`src/design/usvg_pkg.sv`:
```
// usvg_pkg: shared constants, types and helper functions of the uv sphere vertex generator
// no dependencies; imported by every module of the block
package usvg_pkg;

  localparam int unsigned CfgW = 9;

  // register indexes on the configuration port
  localparam logic RegRingSegments = 1'b0;
  localparam logic RegRingCount    = 1'b1;

  localparam logic [CfgW-1:0] ResetSegments = 9'd20;
  localparam logic [CfgW-1:0] ResetCount    = 9'd20;
  localparam logic [CfgW-1:0] MaxSegments   = 9'd256;
  localparam logic [CfgW-1:0] MinSegments   = 9'd2;
  localparam logic [CfgW-1:0] MinCount      = 9'd1;

  // divider: integer step plus fractional steps, seven steps per stage
  localparam int unsigned DivStages = 5;
  localparam int unsigned DivSteps  = 7;
  localparam int unsigned QuotW     = DivStages * DivSteps;   // 35 quotient bits
  localparam int unsigned RemW      = CfgW + 1;

  // cordic
  localparam int unsigned CW          = 34;
  localparam int unsigned CordicSteps = 30;
  localparam int unsigned CordicPer   = 2;
  localparam int unsigned CordicStgs  = CordicSteps / CordicPer;
  localparam logic [30:0] HalfPiQ30   = 31'd1686629713;
  localparam logic signed [CW-1:0] CordicGain = 34'sd652032874;
  localparam logic signed [CW-1:0] OneQ30     = 34'sd1073741824;

  localparam logic signed [19:0] Q14Max = 20'sd16384;
  localparam logic [16:0]        UOne   = 17'd65536;

  typedef struct packed {
    logic signed [CW-1:0] x;
    logic signed [CW-1:0] y;
    logic signed [CW-1:0] z;
  } cordic_t;

  // result fields that travel beside the trig pipeline
  typedef struct packed {
    logic        seam;
    logic        tris;
    logic [16:0] u;
    logic [16:0] v;
    logic [15:0] here;
    logic [15:0] nxt;
    logic [15:0] below;
    logic [15:0] diag;
  } side_t;

  function automatic logic signed [CW-1:0] atan_q30(input int unsigned k);
    logic signed [CW-1:0] a;
    case (k)
      0:  a = 34'sd843314856;
      1:  a = 34'sd497837829;
      2:  a = 34'sd263043836;
      3:  a = 34'sd133525158;
      4:  a = 34'sd67021686;
      5:  a = 34'sd33543515;
      6:  a = 34'sd16775850;
      7:  a = 34'sd8388437;
      8:  a = 34'sd4194282;
      9:  a = 34'sd2097149;
      10: a = 34'sd1048575;
      11: a = 34'sd524287;
      12: a = 34'sd262143;
      13: a = 34'sd131071;
      14: a = 34'sd65535;
      15: a = 34'sd32767;
      16: a = 34'sd16383;
      17: a = 34'sd8191;
      18: a = 34'sd4095;
      19: a = 34'sd2047;
      20: a = 34'sd1023;
      21: a = 34'sd511;
      22: a = 34'sd255;
      23: a = 34'sd127;
      24: a = 34'sd63;
      25: a = 34'sd31;
      26: a = 34'sd15;
      27: a = 34'sd7;
      28: a = 34'sd3;
      29: a = 34'sd1;
      default: a = 34'sd0;
    endcase
    return a;
  endfunction

  // one rotation, shifts round toward minus infinity
  function automatic cordic_t cordic_iter(input cordic_t a, input int unsigned k);
    cordic_t r;
    logic signed [CW-1:0] dx;
    logic signed [CW-1:0] dy;
    dx = a.y >>> k;
    dy = a.x >>> k;
    if (a.z >= 0) begin
      r.x = a.x - dx;
      r.y = a.y + dy;
      r.z = a.z - atan_q30(k);
    end else begin
      r.x = a.x + dx;
      r.y = a.y - dy;
      r.z = a.z + atan_q30(k);
    end
    return r;
  endfunction

  function automatic logic signed [15:0] sat_q14(input logic signed [19:0] v);
    logic signed [19:0] r;
    if (v > Q14Max) r = Q14Max;
    else if (v < -Q14Max) r = -Q14Max;
    else r = v;
    return r[15:0];
  endfunction

endpackage

```
`src/design/usvg_div.sv`:
```
// usvg_div: pipelined restoring divider, q = floor(a * 2^34 / d) for a <= d
// depends on usvg_pkg; stage enables come from the top level
module usvg_div (
  input  logic                          clk_i,
  input  logic [usvg_pkg::DivStages-1:0] en_i,
  input  logic [usvg_pkg::CfgW-1:0]     a_i,
  input  logic [usvg_pkg::CfgW-1:0]     d_i,
  output logic [usvg_pkg::QuotW-1:0]    q_o
);
  import usvg_pkg::*;

  logic [RemW-1:0]  rem_q [DivStages];
  logic [QuotW-1:0] quo_q [DivStages];
  logic [CfgW-1:0]  dvs_q [DivStages];
  logic [RemW-1:0]  rem_d [DivStages];
  logic [QuotW-1:0] quo_d [DivStages];

  for (genvar s = 0; s < DivStages; s++) begin : g_stage
    always_comb begin
      logic [RemW-1:0]  r;
      logic [QuotW-1:0] q;
      logic [CfgW-1:0]  d;
      if (s == 0) begin
        d = d_i;
        r = {1'b0, a_i};
        q = '0;
        // integer bit
        if (r >= {1'b0, d}) begin
          r = r - {1'b0, d};
          q = {{(QuotW-1){1'b0}}, 1'b1};
        end
        for (int k = 1; k < DivSteps; k++) begin
          r = {r[RemW-2:0], 1'b0};
          if (r >= {1'b0, d}) begin
            r = r - {1'b0, d};
            q = {q[QuotW-2:0], 1'b1};
          end else begin
            q = {q[QuotW-2:0], 1'b0};
          end
        end
      end else begin
        d = dvs_q[(s == 0) ? 0 : s-1];
        r = rem_q[(s == 0) ? 0 : s-1];
        q = quo_q[(s == 0) ? 0 : s-1];
        for (int k = 0; k < DivSteps; k++) begin
          r = {r[RemW-2:0], 1'b0};
          if (r >= {1'b0, d}) begin
            r = r - {1'b0, d};
            q = {q[QuotW-2:0], 1'b1};
          end else begin
            q = {q[QuotW-2:0], 1'b0};
          end
        end
      end
      rem_d[s] = r;
      quo_d[s] = q;
    end

    always_ff @(posedge clk_i) begin
      if (en_i[s]) begin
        rem_q[s] <= rem_d[s];
        quo_q[s] <= quo_d[s];
        dvs_q[s] <= (s == 0) ? d_i : dvs_q[(s == 0) ? 0 : s-1];
      end
    end
  end

  assign q_o = quo_q[DivStages-1];

endmodule

```
`config.mk`:
```
export PLATFORM = sky130hd
export DESIGN_NAME = usvg_div
export DESIGN_NICKNAME = d
export VERILOG_FILES = /design/src/design/usvg_pkg.sv /design/src/design/usvg_div.sv
export SDC_FILE = /design/constraint.sdc
export NUM_CORES = 1
export LEC_CHECK = 0
export BUFFER_PORTS_ARGS = -buffer_cell sky130_fd_sc_hd__buf_2
export CAP_MARGIN = 5
export CELL_PAD_IN_SITES_DETAIL_PLACEMENT = 1
export CELL_PAD_IN_SITES_GLOBAL_PLACEMENT = 2
export CORE_MARGIN = 2
export CORE_UTILIZATION = 40
export CTS_CLUSTER_SIZE = 24
export DETAILED_ROUTE_END_ITERATION = 10
export GPL_ROUTABILITY_DRIVEN = 0
export PLACE_DENSITY = 0.81
export SKIP_LAST_GASP = 1
export SYNTH_ARGS = -nofsm -noshare
export SYNTH_HDL_FRONTEND = slang
export SYNTH_SLANG_ARGS = --single-unit
```
`constraint.sdc`:
```
create_clock -name clk_i -period 23.7 [get_ports clk_i]
set_clock_uncertainty 0.1 [all_clocks]
set_input_delay 5.925 -clock clk_i [delete_from_list [all_inputs] [get_ports clk_i]]
set_output_delay 5.925 -clock clk_i [all_outputs]
set_load 0.01 [all_outputs]
```
==> run_summary.xml <==
<?xml version="1.0" encoding="UTF-8"?>
<metrics>
  <group name="floorplanning">
    <metric name="floorplan_core_area" unit="µm²">52870</metric>
    <metric name="rows" unit="">84</metric>
    <metric name="die_area" unit="µm²">55630</metric>
    <metric name="io_pins" unit="">59</metric>
    <metric name="chipHeight" unit="µm">235.9</metric>
    <metric name="initial_core_util" unit="%">40.67</metric>
    <metric name="dieWidth" unit="µm">235.9</metric>
  </group>
  <group name="sta">
    <metric name="period_minus_slack" unit="ns">22.05</metric>
    <metric name="setup_viol" unit="">0</metric>
    <metric name="fin_tns_setup" unit="ns">0</metric>
    <metric name="timing.fmax" unit="MHz">45.35</metric>
    <metric name="final_min_period_over_clock_period" unit="%">93.04</metric>
    <metric name="slew_headroom" unit="%">23.27</metric>
    <metric name="final_hold_viol_count" unit="">0</metric>
    <metric name="timing_worst_slew_pin_value" unit="ns">1.148</metric>
    <metric name="final-max-slew-violation-count" unit="">0</metric>
    <metric name="rsz_0062_raised_after_global_routing" unit="">no</metric>
  </group>
  <group name="hold_path">
    <metric name="timing.hold.worst.start" unit="">quo_q[0][117]$_DFFE_PP_</metric>
    <metric name="min_delay_path_depth" unit="">0</metric>
    <metric name="holdCritPathClass" unit="">register to register</metric>
  </group>
  <group name="logic_synthesis">
    <metric name="synth_top_family_by_area" unit="">compound AO/OA/AOI/OAI gates</metric>
    <metric name="proportion_of_register_bits_with_asynchronous_set_or_reset_after_synthesis" unit="%">0</metric>
    <metric name="synthesis.nets" unit="">2736</metric>
    <metric name="synth_cells" unit="">2421</metric>
    <metric name="syn_area_per_cell" unit="µm²">8.881</metric>
    <metric name="synth_xor_area_share" unit="%">8.024</metric>
    <metric name="synth_sequential_area_ratio" unit="%">24.72</metric>
    <metric name="synth_top_flop_cell" unit="">edfxtp_1</metric>
    <metric name="post_synth_and_or_nand_nor_area_fraction" unit="%">14.70</metric>
    <metric name="synth-edff-count" unit="">177</metric>
    <metric name="synthMuxAreaShare" unit="%">7.251</metric>
    <metric name="synth-adder-area-share" unit="%">17.14</metric>
    <metric name="ys_seq_elements" unit="">177</metric>
    <metric name="synth-compound-area-share" unit="%">24.50</metric>
    <metric name="synthesis.area" unit="µm²">21500</metric>
    <metric name="yosys.cell_types.count" unit="">95</metric>
    <metric name="ys.warnings.count" unit="">0</metric>
  </group>
  <group name="setup_path">
    <metric name="crit_top_cell" unit="">ha_1</metric>
    <metric name="critPathSlowestCell" unit="">or3_1</metric>
    <metric name="crit_path_end_kind" unit="">register</metric>
    <metric name="worst-endpoint-required" unit="ns">23.84</metric>
    <metric name="worst_path_largest_cell_delay" unit="ns">0.61</metric>
    <metric name="critical_path_arrival" unit="ns">22.19</metric>
    <metric name="rr_worst_depth" unit="">65</metric>
    <metric name="crit_path_max_fanout" unit="">20</metric>
    <metric name="startpoint_kind_of_the_worst_setup_timing_path" unit="">primary input</metric>
    <metric name="worst-setup-path-type" unit="">primary input to register</metric>
    <metric name="crit-reg2reg-launch" unit="">dvs_q[0][9]$_DFFE_PP_</metric>
    <metric name="timing.critical_path.from" unit="">d_i[1]</metric>
  </group>
  <group name="route">
    <metric name="drt-initial-drc-count" unit="">875</metric>
    <metric name="ant_nets" unit="">0</metric>
    <metric name="wirelength" unit="µm">65490</metric>
    <metric name="drc_errors" unit="">0</metric>
    <metric name="routed_via_density" unit="">5.915</metric>
    <metric name="drt_pass1_iterations" unit="">7</metric>
    <metric name="wire_per_inst" unit="µm">20.73</metric>
    <metric name="routed-via-count" unit="">18684</metric>
  </group>
  <group name="clock_tree">
    <metric name="clkTransAtPathRegs" unit="ns">0.08</metric>
    <metric name="post-cts-setup-buffer-count" unit="">0</metric>
    <metric name="cts_sinks" unit="">177</metric>
    <metric name="cts_root_buffer" unit="">clkbuf_16</metric>
    <metric name="post_cts_resized" unit="">0</metric>
    <metric name="post_cts_hold_buffer_count" unit="">0</metric>
    <metric name="cts_buffer_depth" unit="">2</metric>
    <metric name="clock_insertion_delay_worst_skew" unit="ns">0.50</metric>
    <metric name="cts_buffers" unit="">17</metric>
    <metric name="cts_tree" unit="">done</metric>
    <metric name="htree_num_levels" unit="">4</metric>
  </group>
  <group name="finish">
    <metric name="final_nets" unit="">2773</metric>
    <metric name="final_layout_size_suffix_gt1_share" unit="%">10.72</metric>
    <metric name="synthToLayoutAreaGrowth" unit="%">7.355</metric>
    <metric name="layout.cells.most_common" unit="">ha_1</metric>
    <metric name="insertedDiodeCount" unit="">0</metric>
    <metric name="most-common-layout-cells" unit="">ha_1, nor2_1, a21oi_1</metric>
  </group>
  <group name="global_route">
    <metric name="first_global_vias" unit="">19780</metric>
    <metric name="grt_max_degree" unit="">47</metric>
    <metric name="grt_use_total" unit="%">23.60</metric>
    <metric name="grt_busiest_layer" unit="">met2</metric>
    <metric name="grt_first_pass_wirelength" unit="µm">105600</metric>
    <metric name="globalRouteMet3Util" unit="%">3.043</metric>
    <metric name="grt_overflow" unit="">0</metric>
    <metric name="global_route.usage.met1" unit="%">29.78</metric>
    <metric name="globalRouteMet2Util" unit="%">41.91</metric>
    <metric name="grt_antenna_before_repair" unit="">1</metric>
  </group>
  <group name="placement">
    <metric name="portBuffers" unit="">58</metric>
    <metric name="place_hpwl" unit="µm">52620</metric>
  </group>
  <group name="status">
    <metric name="outcome" unit="">finished clean</metric>
  </group>
  <group name="flow_run">
    <metric name="maxCapViolCount" unit="">0</metric>
  </group>
</metrics>
## flip-flops by register name, indices dropped and copies added, names as in the netlist
| signal | cells |
|---|---|
| dvs_q | 36 |
| rem_q | 36 |
| quo_q | 105 |
## area by class of cell
type,instances,area [µm²]
Fill cell,6273,29780
Multi-Input combinational cell,2045,15400
Sequential cell,177,5315
Tap cell,688,860.8
Inverter,151,566.8
Clock buffer,17,425.4
Timing Repair Buffer,66,350.3
Clock inverter,15,165.2
## critical path, delay by kind of cell
family | cells | cell delay [ns]
simple gates | 15 | 3.36
fa+ha+maj | 8 | 2.60
buf+inv | 6 | 1.11
mux | 5 | 1.36
compound gates | 30 | 7.77
## synthesized netlist by cell type, drive strengths merged, types with 35 or more instances
cell type | count | share of area, %
a21oi | 180 | 4.2
nor3 | 48 | 1.1
nand2b | 37 | 1.1
o21bai | 35 | 1.2
edfxtp | 177 | 25
nor2 | 206 | 3.6
ha | 285 | 17
a21o | 142 | 5.0
o21ai | 136 | 3.2
xnor2 | 131 | 5.3
mux2 | 97 | 5.1
o21a | 46 | 1.6
mux2i | 43 | 2.1
xor2 | 66 | 2.7
inv | 148 | 2.6
nand2 | 158 | 2.8
## worst paths after layout
check        slack, ns                 endpoint
min               0.32  quo_q[0][159]$_DFFE_PP_
max reg2reg       3.53   rem_q[0][21]$_DFFE_PP_
min reg2reg       0.32  quo_q[0][159]$_DFFE_PP_
max               1.65    rem_q[0][3]$_DFFE_PP_
## kinds of logic after synthesis
family | count (synthesis)
mux | 140
fa+ha+maj | 291
simple gates | 647
xor+xnor | 197
buf+inv | 199
compound gates | 770
flops | 177
## through the flow
stage / util (%) / cells / worst slack (ns) / cell area, µm² / hold slack (ns)
floorplan: - / 2421 / 3.338 / 21500 / 0.3003
global placement: 42.55 / 3127 / 1.865 / 22490 / 0.3021
detailed placement: 42.55 / 3127 / 1.273 / 22490 / 0.3061
CTS: 43.66 / 3159 / 1.775 / 23080 / 0.3213
global route: 43.66 / 3159 / 0.7416 / 23080 / 0.3248
finish: 43.66 / 3159 / 1.648 / 23080 / 0.3181
## metal layers
layer  routed length (µm)  up-vias  share of wire [%]
li1                     -     9134                  -
met1                30140     9209                 46
met2                31990      257                 49
met3                 1855       84                2.8
met4                 1501        0                2.3
met5                    0        -                  0
Power is not shown: default switching activity piles up to over one toggle a cycle in this logic, so the estimate is an artifact.
